===== config.mk =====
export PLATFORM = sky130hd
export DESIGN_NAME = bhdi_to_local
export DESIGN_NICKNAME = d
export VERILOG_FILES = /design/src/hw/rtl/bhdi_pkg.sv /design/src/hw/rtl/bhdi_to_local.sv
export SDC_FILE = /design/constraint.sdc
export NUM_CORES = 2
export LEC_CHECK = 0
export BUFFER_PORTS_ARGS = -buffer_cell sky130_fd_sc_hd__buf_4
export CAP_MARGIN = 20
export CORE_MARGIN = 4
export CORE_UTILIZATION = 40
export CTS_CLUSTER_SIZE = 8
export DETAILED_ROUTE_END_ITERATION = 8
export SYNTH_ARGS = -nofsm -noshare
export SYNTH_HDL_FRONTEND = slang
export SYNTH_SLANG_ARGS = --single-unit

===== constraint.sdc =====
create_clock -name clk -period 6.6 [get_ports clk]
set_clock_uncertainty 0.05 [all_clocks]
set_input_delay 0 -clock clk [delete_from_list [all_inputs] [get_ports clk]]
set_output_delay 0 -clock clk [all_outputs]
set_load 0.02 [all_outputs]

===== src/hw/rtl/bhdi_pkg.sv =====
package bhdi_pkg;

  localparam int DISP_W    = 24;
  localparam int RATIO_F   = 16;
  localparam int RATIO_W   = RATIO_F + 1;
  localparam int TRIG_W    = 16;
  localparam int TRIG_F    = 14;
  localparam int TRIG_ONE  = 1 << TRIG_F;

  // local-axis displacement, signed, range -2^(DISP_W+1) to 2^(DISP_W+1)-1
  localparam int LOC_W     = DISP_W + 2;
  localparam int ROT_PR_W  = DISP_W + TRIG_W;
  localparam int ROT_SUM_W = ROT_PR_W + 2;

  localparam int SQ_W      = 2 * RATIO_W;
  localparam int SHAPE_W   = RATIO_F + 3;

  localparam int PROD_W    = SHAPE_W + LOC_W;
  localparam int PSUM_W    = PROD_W + 3;
  localparam int VL_W      = PSUM_W - RATIO_F;

  localparam int GP_W      = VL_W + TRIG_W;
  localparam int GSUM_W    = GP_W + 2;

  typedef logic signed [TRIG_W-1:0]  trig_t;
  typedef logic signed [DISP_W-1:0]  disp_t;
  typedef logic        [RATIO_W-1:0] ratio_t;
  typedef logic signed [LOC_W-1:0]   loc_t;
  typedef logic signed [SHAPE_W-1:0] shape_t;
  typedef logic signed [VL_W-1:0]    vl_t;

  localparam ratio_t RATIO_ONE = ratio_t'(1 << RATIO_F);
  localparam trig_t  TRIG_MAX  = trig_t'(TRIG_ONE);
  localparam trig_t  TRIG_MIN  = trig_t'(-TRIG_ONE);

  typedef struct packed {
    ratio_t s;
    shape_t n1;
    shape_t n2;
    shape_t n3;
    shape_t n4;
  } shape_set_t;

  typedef struct packed {
    loc_t u1;
    loc_t v1;
    loc_t u2;
    loc_t v2;
  } local_set_t;

  typedef struct packed {
    trig_t c;
    trig_t m;
    disp_t r1;
    disp_t r2;
  } side_t;

endpackage


===== src/hw/rtl/bhdi_to_local.sv =====
module bhdi_to_local
  import bhdi_pkg::*;
(
  input  logic  clk,
  input  trig_t c,
  input  trig_t m,
  input  disp_t x,
  input  disp_t y,
  output loc_t  u,
  output loc_t  v
);

  localparam logic signed [ROT_SUM_W-1:0] ROT_HALF = ROT_SUM_W'(1 << (TRIG_F - 1));

  logic signed [ROT_PR_W-1:0]  xc_r, ym_r, xm_r, yc_r;
  logic signed [ROT_PR_W-1:0]  xc_nxt, ym_nxt, xm_nxt, yc_nxt;
  logic signed [ROT_SUM_W-1:0] u_sum, v_sum;
  loc_t                        u_r, v_r, u_nxt, v_nxt;

  assign xc_nxt = x * c;
  assign ym_nxt = y * m;
  assign xm_nxt = x * m;
  assign yc_nxt = y * c;

  always_comb begin
    u_sum = ROT_SUM_W'(xc_r) + ROT_SUM_W'(ym_r) + ROT_HALF;
    v_sum = ROT_SUM_W'(yc_r) - ROT_SUM_W'(xm_r) + ROT_HALF;
    u_nxt = loc_t'(u_sum >>> TRIG_F);
    v_nxt = loc_t'(v_sum >>> TRIG_F);
  end

  always_ff @(posedge clk) begin
    xc_r <= xc_nxt;
    ym_r <= ym_nxt;
    xm_r <= xm_nxt;
    yc_r <= yc_nxt;
    u_r  <= u_nxt;
    v_r  <= v_nxt;
  end

  assign u = u_r;
  assign v = v_r;

endmodule


=== After elaboration in Yosys (flattened, before gate mapping) ===
Cells that the tools add are included.
Widths: inputs -> output; s select.

* Input bits: 81
* Output and inout port bits: 52
* Word-level logic and storage cells: 14
* Flip-flop bits (word level): 212

* $mul: 4
* Add/sub/neg operators: 4

{| class="wikitable"
|+ Operator list
! kind !! count
|-
| $mul 24x16->40 || 4
|-
| $add 40x15->40 const B || 2
|-
| $add 40x40->40 || 1
|-
| $sub 40x40->40 || 1
|}

=== Depth between registers and ports, before layout ===
* Word-level depth: 2
* Mapped depth: 25
* Depth with buffers taken out: 24

=== Least setup slack after synthesis ===
OpenSTA, ideal clock, no wires.

* Kind: input-to-reg
* Start point: input port m[1]
* End point: register ym_r[38]
* Library setup time: 0.127 ns
* Buffers on the path: 2
* Arrival time: 6.119 ns
* Stages on the path: 25
* Data required time: 6.423 ns
* Slack: 0.304 ns
* Path through: clkbuf_1 -> clkbuf_1 -> nand2_1 -> fa_1 -> inv_1 -> fa_1 -> inv_1 -> fa_1 -> inv_1 -> fa_1 -> fa_1 -> inv_1 -> fa_1 -> inv_1 -> ha_1 -> a21o_1 -> a21o_1 -> a21o_1 -> a311oi_1 -> o21ai_1 -> a221oi_2 -> o31ai_1 -> a2111oi_0 -> nor3_1 -> xor2_1

* Word-level cells in the longest chain between the ends: 1

{| class="wikitable"
|+ RTL lines
! element !! line !! source
|-
| start, declared || bhdi_to_local.sv:6 || <nowiki>input trig_t m,</nowiki>
|-
| $mul 24x16->40 || bhdi_to_local.sv:21 || <nowiki>assign ym_nxt = y * m;</nowiki>
|-
| named net ym_nxt[38] || bhdi_to_local.sv:16 || <nowiki>logic signed [ROT_PR_W-1:0] xc_nxt, ym_nxt, xm_nxt, yc_nxt;</nowiki>
|-
| end signal, assigned || bhdi_to_local.sv:34 || <nowiki>ym_r <= ym_nxt;</nowiki>
|-
| end, declared || bhdi_to_local.sv:15 || <nowiki>logic signed [ROT_PR_W-1:0] xc_r, ym_r, xm_r, yc_r;</nowiki>
|}

The timed path passes the listed nets, and every way through them passes these cells.

=== Worst setup path after layout ===
* Start point: input port y[1]
* End point: register yc_r[39]

* Word-level cells in the longest chain between the ends: 1

{| class="wikitable"
|+ RTL lines
! element !! line !! source
|-
| start, declared || bhdi_to_local.sv:8 || <nowiki>input disp_t y,</nowiki>
|-
| $mul 24x16->40 || bhdi_to_local.sv:23 || <nowiki>assign yc_nxt = y * c;</nowiki>
|-
| named net yc_nxt[39] || bhdi_to_local.sv:16 ||
|-
| end signal, assigned || bhdi_to_local.sv:36 || <nowiki>yc_r <= yc_nxt;</nowiki>
|-
| end, declared || bhdi_to_local.sv:15 ||
|}

The timed path passes the listed nets, and every way through them passes these cells.

==> results.tsv <==
stage	metric	value	unit
status	status	completed	
layout	final_cell_mix	inv_1, fa_1, nand2_1	
grt	grt_pass1_wl	280.1	mm
clock_tree	clock_latency	560	ps
floorplan	coreArea	156400	sq um
layout	area_delta_synth_final	8.858	%
floorplan	rows	145	
grt	grt_overflow	0	
yosys	ys.flop_type	dfxtp_1	
detailed_routing	routed-wl-met2	83.36	mm
critical_path	critPathMaxFanout	16	
critical_path	cpMostUsedCell	fa_1	
sta	finalCriticalPeriod	6297	ps
clock_tree	clk_path_buf_depth	3	
sta	hold_violations	0	
floorplan	ios	133	
clock_tree	cts_buffers	36	
floorplan	fp.dieArea	164000	sq um
detailed_routing	wire_per_inst	18.94	um
yosys	yosysWarnings	0	
clock_tree	cts-root-buf	clkbuf_16	
sta	timing.fmax	158.8	MHz
yosys	synth.ff_latch_count	212	
layout	fillers	15400	
yosys	synth_seq_area_share	0.06732	
sta	setup_viol	0	
critical_path	crit_type	in -> reg	
clock_tree	cts_tree	built	
yosys	syn-num-nets	9048	
yosys	synthDistinctLibCells	67	
clock_tree	path_clk_slew	50	ps
placement	gp_congestion	0.9229	
sta	max_slew.worst_pin.slew	1027	ps
hold_path	min_path_type	in -> reg	
sta	min_period_over_period	0.9541	
yosys	syn_inst	6929	
layout	fin_nets	9164	
grt	grt_pass1_vias	49750	
detailed_routing	viasPerCell	4.957	
critical_path	worst_ep_required_time	7020	ps
yosys	synth.cell_area	63040	sq um
detailed_routing	routed.top_layer	met5	
sta	tns	0	ps
grt	grt_max_degree	38	
detailed_routing	wl_met3	10.52	mm
yosys	synth_edf_count	0	
sta	drv_slew	0	
detailed_routing	vias	45210	
critical_path	critPathLaunchType	primary input	
floorplan	dieHeight	405.0	um
detailed_routing	ant_nets	0	
hold_path	worstHoldStart	x[1]	
sta	rsz0062_at_grt	false	
grt	grt_antenna_before_repair	13	
flow_run	max_cap_viol_count	0	
detailed_routing	wl_met1	71.72	mm
placement	hpwlAfterDp	144.8	mm
critical_path	endpoint_kind	flop	
clock_tree	cts.htree.levels	2	
detailed_routing	drt_iter0_markers	2581	
floorplan	initial_core_util	0.4031	
grt	grt_use_total	0.2197	
placement	place_ws	64.54	ps
critical_path	worst_path_largest_cell_delay	530	ps
critical_path	critPathSlowestCell	dlygate4sd3_1	
clock_tree	cts_setup_buffers	0	
clock_tree	clock_sinks	212	
sta	worst_slack	303.1	ps
layout	drive_gt1_frac	0.06392	
detailed_routing	drc	0	
detailed_routing	wl	172.7	mm
critical_path	critPathArrivalTime	6720	ps
yosys	synth_area_per_cell	9.098	sq um
layout	layout_commonest_cell	inv_1	
detailed_routing	drtPass1Iterations	5	
yosys	async_flop_share	0	
critical_path	crit_start	y[1]	
sta	slew_headroom	0.3115	
critical_path	r2r_start	xc_r[2]$_DFF_P_	
placement	io_buffers	132	
floorplan	die_x	405.0	um
synthesized netlist by cell type, types with 5 or more instances:
| cell type | number | area [sq um] |
|---|---|---|
| o21ai_0 | 75 | 375.4 |
| or3_1 | 5 | 31.28 |
| and2_1 | 606 | 3791 |
| a221o_1 | 5 | 50.05 |
| fa_1 | 1496 | 29950 |
| nor2b_1 | 20 | 125.1 |
| a21oi_1 | 161 | 805.8 |
| o21a_1 | 25 | 187.7 |
| or2_2 | 10 | 62.56 |
| ha_1 | 542 | 6782 |
| nand2_1 | 913 | 3427 |
| a31oi_1 | 13 | 81.33 |
| o21ai_1 | 5 | 25.02 |
| dfxtp_1 | 212 | 4244 |
| xnor2_1 | 164 | 1436 |
| a211oi_1 | 20 | 150.1 |
| o211ai_1 | 13 | 97.59 |
| inv_1 | 1779 | 6678 |
| and3_1 | 18 | 112.6 |
| nand2b_1 | 39 | 244.0 |
| a21o_1 | 104 | 780.8 |
| and4_1 | 7 | 61.31 |
| a41oi_1 | 5 | 43.79 |
| nand3_1 | 35 | 175.2 |
| a221oi_1 | 5 | 43.79 |
| nor2_1 | 155 | 581.8 |
| xor2_1 | 59 | 516.8 |
| nor3_1 | 23 | 115.1 |
| clkbuf_1 | 303 | 1137 |
| o31ai_1 | 7 | 52.55 |
| o21bai_1 | 23 | 172.7 |
| a2111oi_0 | 5 | 43.79 |
| nand4_1 | 16 | 100.1 |
flip-flops by register name, indices dropped and copies added, names as in the netlist:
| register | flops |
|---|---|
| v | 26 |
| xm_r | 40 |
| xc_r | 40 |
| ym_r | 40 |
| u | 26 |
| yc_r | 40 |
worst paths after layout:
path / slack, ps / endpoint / cells after the start
worst max-delay path: 300 / yc_r[39]$_DFF_P_ / 25
worst min-delay path: 70 / xm_r[1]$_DFF_P_ / 3
worst max register to register: 2680 / u[25]$_DFF_P_ / 12
worst min register to register: 550 / v[25]$_DFF_P_ / 2
per-stage QoR:
step	utilization	hold WS [ps]	area [sq um]	instances
final	0.4388	74.48	68630	9120
after global routing	0.4387	106.3	68610	9115
after CTS	0.4387	52.20	68610	9114
after detailed placement	0.4315	315.3	67480	9060
after global placement	0.4315	313.2	67480	9060
after floorplan	-	189.1	63040	6929
area by class of cell:
type / count / area, sq um / share of cell area
inverter: 1779 / 6678 / 0.09731
clock inverter: 10 / 145.1 / 0.002115
antenna: 6 / 15.01 / 0.0002188
tap: 2058 / 2575 / 0.03752
sequential: 212 / 4244 / 0.06184
multi-input combinational: 4631 / 50970 / 0.7427
timing repair buffer: 385 / 3065 / 0.04467
clock buffer: 39 / 932.1 / 0.01358
worst max-delay path: cells and delay by family:
family,cells,cell delay (ps)
adder cells (fa/ha/maj),7,3300
buffers and inverters,7,1350
XOR/XNOR,1,130
AND/OR/NAND/NOR,4,750
AO/OA/AOI/OAI,6,1160
layer usage:
layer  vias up  GRT usage
met5         -          0
met4        10    0.07408
met3       272    0.03614
met2      1191     0.3727
met1     23330     0.2860
li1      20400          -
kinds of logic after synthesis:
family,after synthesis,share of synthesized area
AO/OA/AOI/OAI,510,0.05323
XOR/XNOR,223,0.03098
adder cells (fa/ha/maj),2038,0.5826
buffers and inverters,2086,0.1242
flip-flops,212,0.06732
AND/OR/NAND/NOR,1860,0.1416
repair_timing:
action                                  in CTS  in global routing
hold endpoints to repair                     5                  0
resized for setup                            0                  1
hold buffers                                 5                  0
endpoints found under the setup margin       0                  1
Power is left out: the tool's default activity adds up to more than one toggle a clock period on the data nets, which glitch-free logic cannot reach.
