`config.mk`:
```
export PLATFORM = sky130hd
export DESIGN_NAME = bhdi_shape
export DESIGN_NICKNAME = d
export VERILOG_FILES = /design/src/hw/rtl/bhdi_pkg.sv /design/src/hw/rtl/bhdi_shape.sv
export SDC_FILE = /design/constraint.sdc
export NUM_CORES = 2
export LEC_CHECK = 0
export CAP_MARGIN = 20
export CORE_UTILIZATION = 45
export CTS_BUF_LIST = sky130_fd_sc_hd__clkbuf_4
export DETAILED_ROUTE_END_ITERATION = 10
export DONT_BUFFER_PORTS = 1
export PLACE_DENSITY_LB_ADDON = 0.1
export SYNTH_ARGS = -nofsm -noshare
export SYNTH_HDL_FRONTEND = slang
export SYNTH_SLANG_ARGS = --single-unit
```
`constraint.sdc`:
```
create_clock -name clk -period 5.5 [get_ports clk]
set_input_delay 0.275 -clock clk [delete_from_list [all_inputs] [get_ports clk]]
set_output_delay 0.275 -clock clk [all_outputs]
set_load 0.01 [all_outputs]
```
`src/hw/rtl/bhdi_pkg.sv`:
```
package bhdi_pkg;

  localparam int DISP_W    = 24;
  localparam int RATIO_F   = 16;
  localparam int RATIO_W   = RATIO_F + 1;
  localparam int TRIG_W    = 16;
  localparam int TRIG_F    = 14;
  localparam int TRIG_ONE  = 1 << TRIG_F;

  // local-axis displacement, signed, range -2^(DISP_W+1) to 2^(DISP_W+1)-1
  localparam int LOC_W     = DISP_W + 2;
  localparam int ROT_PR_W  = DISP_W + TRIG_W;
  localparam int ROT_SUM_W = ROT_PR_W + 2;

  localparam int SQ_W      = 2 * RATIO_W;
  localparam int SHAPE_W   = RATIO_F + 3;

  localparam int PROD_W    = SHAPE_W + LOC_W;
  localparam int PSUM_W    = PROD_W + 3;
  localparam int VL_W      = PSUM_W - RATIO_F;

  localparam int GP_W      = VL_W + TRIG_W;
  localparam int GSUM_W    = GP_W + 2;

  typedef logic signed [TRIG_W-1:0]  trig_t;
  typedef logic signed [DISP_W-1:0]  disp_t;
  typedef logic        [RATIO_W-1:0] ratio_t;
  typedef logic signed [LOC_W-1:0]   loc_t;
  typedef logic signed [SHAPE_W-1:0] shape_t;
  typedef logic signed [VL_W-1:0]    vl_t;

  localparam ratio_t RATIO_ONE = ratio_t'(1 << RATIO_F);
  localparam trig_t  TRIG_MAX  = trig_t'(TRIG_ONE);
  localparam trig_t  TRIG_MIN  = trig_t'(-TRIG_ONE);

  typedef struct packed {
    ratio_t s;
    shape_t n1;
    shape_t n2;
    shape_t n3;
    shape_t n4;
  } shape_set_t;

  typedef struct packed {
    loc_t u1;
    loc_t v1;
    loc_t u2;
    loc_t v2;
  } local_set_t;

  typedef struct packed {
    trig_t c;
    trig_t m;
    disp_t r1;
    disp_t r2;
  } side_t;

endpackage

```
`src/hw/rtl/bhdi_shape.sv`:
```
module bhdi_shape
  import bhdi_pkg::*;
(
  input  logic       clk,
  input  ratio_t     s,
  output shape_set_t shape
);

  localparam logic [SQ_W-1:0] SQ_HALF   = SQ_W'(1 << (RATIO_F - 1));
  localparam shape_t          SHAPE_ONE = SHAPE_W'(RATIO_ONE);

  logic [SQ_W-1:0] ss_r, ss_nxt, s3p_r, s3p_nxt;
  ratio_t          s_d1_r, s_d2_r, s_d3_r;
  ratio_t          s2_r, s2_nxt, s2_d3_r, s3_nxt;
  shape_t          s2e, s3e, se;
  shape_set_t      shape_r, shape_nxt;

  assign ss_nxt  = SQ_W'(s) * SQ_W'(s);
  assign s2_nxt  = ratio_t'((ss_r + SQ_HALF) >> RATIO_F);
  assign s3p_nxt = SQ_W'(s2_r) * SQ_W'(s_d2_r);
  assign s3_nxt  = ratio_t'((s3p_r + SQ_HALF) >> RATIO_F);

  always_comb begin
    se  = shape_t'(s_d3_r);
    s2e = shape_t'(s2_d3_r);
    s3e = shape_t'(s3_nxt);
    shape_nxt.s  = s_d3_r;
    shape_nxt.n1 = SHAPE_ONE - s2e - (s2e <<< 1) + (s3e <<< 1);
    shape_nxt.n2 = se - (s2e <<< 1) + s3e;
    shape_nxt.n3 = s2e + (s2e <<< 1) - (s3e <<< 1);
    shape_nxt.n4 = s3e - s2e;
  end

  // s*s, round, s2*s, round + combine
  always_ff @(posedge clk) begin
    ss_r    <= ss_nxt;
    s_d1_r  <= s;
    s2_r    <= s2_nxt;
    s_d2_r  <= s_d1_r;
    s3p_r   <= s3p_nxt;
    s2_d3_r <= s2_r;
    s_d3_r  <= s_d2_r;
    shape_r <= shape_nxt;
  end

  assign shape = shape_r;

endmodule

```
# After elaboration in Yosys (flattened, before gate mapping)
# Index checks and enable logic that the tools add are counted.
word_totals:
  in_bits: 18
  n_memories: 0
  word_cells: 24
  ram_bits: 0
  ff_bits: 244
  latch_bits: 0
  mem_bits_ro: 0
  output_inout_bits: 93
op_classes:
  muxes: 0
  n_shift: 0
  n_reduce_logical: 0
  add_sub_neg: 10
  div_mod_pow: 0
  bitwise_logic: 0
  n_eq_ne: 0
  n_mul: 2
  n_lt_le_gt_ge: 0
ops:
  columns: ["cell", "n"]
  rows:
  - ["$add A33 B16 Y33 const B", 2]
  - ["$mul A17 B17 Y33", 2]
  - ["$add A17 B18 Y19", 1]
  - ["$add A19 B18 Y19", 1]
  - ["$add A19 B19 Y19", 1]
  - ["$sub A17 B18 Y19", 1]
  - ["$sub A18 B19 Y19", 1]
  - ["$sub A19 B19 Y19", 1]
  - ["$sub A17 B17 Y18", 1]
  - ["$sub A17 B17 Y18 const A", 1]

# Logic depth before layout (Yosys ltp)
depth:
  ltp_word: 3
  ltp_mapped: 24

# Least setup slack after synthesis
# No wires, ideal clock.
synth_path:
  path_type: "register to register"
  startpoint: "register s_d2_r[10]"
  endpoint: "register s3p_r[32]"
  n_path_buf: 2
  t_arrival_ps: 5709
  period_less_slack_ps: 5781
  setup_ps: 72
  setup_slack_ps: -281
  required_time_ps: 5428
  path_stages_with_launch: 25
  cell_sequence: "dfxtp_1 > clkbuf_1 > clkbuf_1 > nand2_1 > fa_1 > inv_1 > fa_1 > inv_1 > fa_1 > inv_1 > fa_1 > fa_1 > inv_1 > fa_1 > inv_1 > ha_1 > a21oi_1 > o21ai_0 > nand2b_1 > o211ai_1 > o211ai_1 > nand3_1 > a221o_1 > a21oi_1 > xnor2_1"
synth_between:
  elab_chain_cells: 1
synth_lines:
  columns: ["element", "line_no", "text"]
  rows:
  - ["start: declaration", "bhdi_shape.sv:13", "ratio_t s_d1_r, s_d2_r, s_d3_r;"]
  - ["start signal: assignment", "bhdi_shape.sv:39", "s_d2_r <= s_d1_r;"]
  - ["$mul A17 B17 Y33", "bhdi_shape.sv:20", "assign s3p_nxt = SQ_W'(s2_r) * SQ_W'(s_d2_r);"]
  - ["named net s3p_nxt[32]", "bhdi_shape.sv:12", "logic [SQ_W-1:0] ss_r, ss_nxt, s3p_r, s3p_nxt;"]
  - ["end signal: assignment", "bhdi_shape.sv:40", "s3p_r <= s3p_nxt;"]
  - ["end: declaration", "bhdi_shape.sv:12", null]
# The timed path passes the listed nets, and every way through them passes these cells.

# Worst setup path after layout
layout_path:
  startpoint: "register s_d2_r[6]"
  endpoint: "register s3p_r[32]"
# Same word-level chain as after synthesis.

==> flow_summary_export.csv <==
group,metric,value,unit
detailed_routing,drc,0,
logic_synthesis,syn_nets,3517,
critical_path,crit_fanout,6,
timing,fin_crit,5.61,ns
detailed_routing,routedWlPerCell,16.6,um
grt,grt_max_degree,21,
detailed_routing,wirelength,61900,um
detailed_routing,vias_per_cell,4.95,
floorplan,dieArea,58800,um2
final_layout,fin_nets,3686,
logic_synthesis,async_flop_share,0,%
logic_synthesis,synth_cells,2759,
worst_hold_path,hold_path_end,"s_d1_r[1]$_DFF_P_",
grt,grt_pass1_wl,103000,um
worst_hold_path,hold_start,"s[1]",
clock_tree,numCtsBuffers,56,
timing,fin_skew,0.107,ns
floorplan,ios,111,
timing,timing.hold.ws,0.112,ns
timing,hold_viol,0,
floorplan,initial_core_util,45.9,%
timing,timing.fmax,178,MHz
timing,fin_ws,-0.107,ns
critical_path,r2r-end,"s3p_r[32]$_DFF_P_",
grt,antenna_found_initial,2,
detailed_routing,ant_nets,0,
worst_hold_path,worst_hold_path.num_cells,1,
clock_tree,cts_root_buf,"clkbuf_4",
logic_synthesis,synthMostInstantiatedCell,"inv_1",
critical_path,arrival,6.26,ns
status,violations,"setup timing",
logic_synthesis,ys_ff_latch,212,
timing,setup_viol,2,
final_layout,n_fill_cell,5317,
final_layout,postLayoutCellArea,29500,um2
status,status,"finished, violations left",
placed_design,port_buffers,0,
clock_tree,worstSkewPairLatency,0.81,ns
placed_design,hpwlAfterDp,51300,um
timing,rsz0062_at_grt,"true",
logic_synthesis,synth_area_leaders,"fa_1, dfxtp_1, ha_1",
final_layout,layout-drive-gt1-share,12.5,%
timing,slew_viol_final,0,
floorplan,core,56700,um2
clock_tree,cts_tree,"yes",
placed_design,place_congestion,0.864,
worst_hold_path,worstHoldPathType,"input port to register",
detailed_routing,via_count,18500,
placed_design,placedInstanceArea,27900,um2
critical_path,start_kind,"register",
timing,relSlewSlack,50.9,%
critical_path,crit_type,"register to register",
floorplan,die_w,242,um
job,drv_cap,0,
grt,gr-total-overflow,0,
logic_synthesis,synth_edf_count,0,
logic_synthesis,synth_commonest_cells,"inv_1, fa_1, nand2_1",
logic_synthesis,yosysWarningCount,0,
clock_tree,clk_pin_slew_worst_paths,0.08,ns
clock_tree,clkSinkCount,212,
detailed_routing,drt_iter0_drc,833,
final_layout,area_delta_synth_final,13.3,%
logic_synthesis,yosys.area.top_type_share,35.4,%
grt,grt_util_all_layers,21.9,%
timing,finalCritPeriodShare,102,%
critical_path,worstReg2RegStart,"s_d2_r[6]$_DFF_P_",
critical_path,reg2reg_depth,22,
logic_synthesis,ys_seq_area_share,16.3,%
critical_path,r2r_setup_slack,-0.11,ns
critical_path,critPathRequiredTime,6.15,ns
logic_synthesis,post-synth-top-area-cell,"fa_1",
logic_synthesis,synth-main-ff-cell,"dfxtp_1",
timing,tightest_slew,0.730,ns
floorplan,rows,87,
floorplan,die_y,242,um
detailed_routing,dr.pass1.iters,7,
clock_tree,cts_max_path_buffers,3,
logic_synthesis,synth.cell_area,26000,um2
clock_tree,htreeDepth,2,
logic_synthesis,synth_area_per_cell,9.43,um2
grt,grt_pass1_vias,20200,
critical_path,cp-end-kind,"register",
logic_synthesis,synth_cell_type_count,61,
==> routing by layer <==
metal	vias up	track usage (%)	wire length, um
li1	8779	-	-
met1	9206	28.8	27800
met2	379	38.2	30400
met3	88	2.76	2530
met4	0	5.04	1120
met5	-	0	0
==> logic make-up after synthesis <==
group / after synthesis / synth area share [%]
buf+inv: 705 / 10.2
compound gates: 250 / 6.51
mux: 3 / 0.125
xor+xnor: 147 / 4.95
flops: 212 / 16.3
fa+ha+maj: 740 / 48.9
simple gates: 702 / 13.1
==> state kept, by name, indices dropped and copies added, names as in the netlist <==
signal   count
shape       91
s3p_r       18
ss_r        18
s2_d3_r     17
s2_r        17
s_d1_r      17
s_d2_r      17
s_d3_r      17
==> worst max-delay path by stage <==
stage,slack (ns),from,end
floorplan,-0.05,s2_r[6]$_DFF_P_,s3p_r[32]$_DFF_P_
global placement,-0.36,s2_r[12]$_DFF_P_,s3p_r[32]$_DFF_P_
detailed placement,-0.50,s_d2_r[6]$_DFF_P_,s3p_r[32]$_DFF_P_
CTS,-0.1,s_d2_r[5]$_DFF_P_,s3p_r[32]$_DFF_P_
global route,-0.27,s_d2_r[12]$_DFF_P_,s3p_r[32]$_DFF_P_
finish,-0.11,s_d2_r[6]$_DFF_P_,s3p_r[32]$_DFF_P_
==> stage by stage <==
step                      TNS, ns  worst slack [ns]  cells  utilization [%]
final                      -0.112            -0.107   3730             52.0
after global placement      -2.51            -0.358   3586             49.1
after CTS                  -0.164           -0.0961   3718             51.5
after floorplan           -0.0511           -0.0511   2759                -
after global routing       -0.809            -0.273   3729             52.0
after detailed placement    -5.07            -0.500   3586             49.1
==> cell usage in the layout (no fill, tap or decap), types with 18 or more instances in the layout <==
| cell | instances |
|---|---|
| a21o_1 | 44 |
| o21a_1 | 19 |
| xnor2_1 | 110 |
| nand2_1 | 294 |
| inv_1 | 625 |
| clkbuf_4 | 75 |
| o21ai_0 | 36 |
| ha_1 | 267 |
| nor2_1 | 85 |
| a21oi_1 | 57 |
| nand3_1 | 29 |
| xor2_1 | 37 |
| buf_4 | 135 |
| and2_1 | 173 |
| dfxtp_1 | 185 |
| nor3_1 | 23 |
| and3_1 | 20 |
| dfxtp_4 | 18 |
| fa_1 | 447 |
==> cell type report <==
class | count | area, um2 | area share [%]
Sequential cell | 212 | 4320 | 14.7
Clock buffer | 74 | 556 | 1.88
Timing Repair Buffer | 175 | 1530 | 5.18
Clock inverter | 26 | 216 | 0.734
Multi-Input combinational cell | 1842 | 19500 | 66.1
Antenna cell | 4 | 10.0 | 0.0340
Tap cell | 756 | 946 | 3.21
Inverter | 641 | 2410 | 8.16
==> critical path, cell delays in order (launching register included) <==
cell	delay, ns
dfxtp_4	0.37
buf_6	0.14
and2_1	0.15
fa_1	0.51
inv_1	0.05
fa_1	0.45
fa_1	0.56
inv_2	0.05
fa_1	0.48
fa_1	0.49
inv_1	0.05
fa_1	0.49
inv_2	0.05
ha_4	0.22
nand3_4	0.10
nand2b_4	0.12
o211ai_1	0.08
buf_4	0.16
o211ai_1	0.24
nand3_2	0.14
a221o_1	0.36
a21oi_2	0.16
xnor2_1	0.08
==> what timing repair did <==
action	CTS	global route
setup buffers	16	8
hold buffers	17	0
pin swaps	59	40
setup endpoints to repair	15	14
gates resized for setup	85	63
endpoints found under the hold margin	18	0
Power is left out: the tool's default activity adds up to more than one toggle a clock period on the data nets, which glitch-free logic cannot reach.
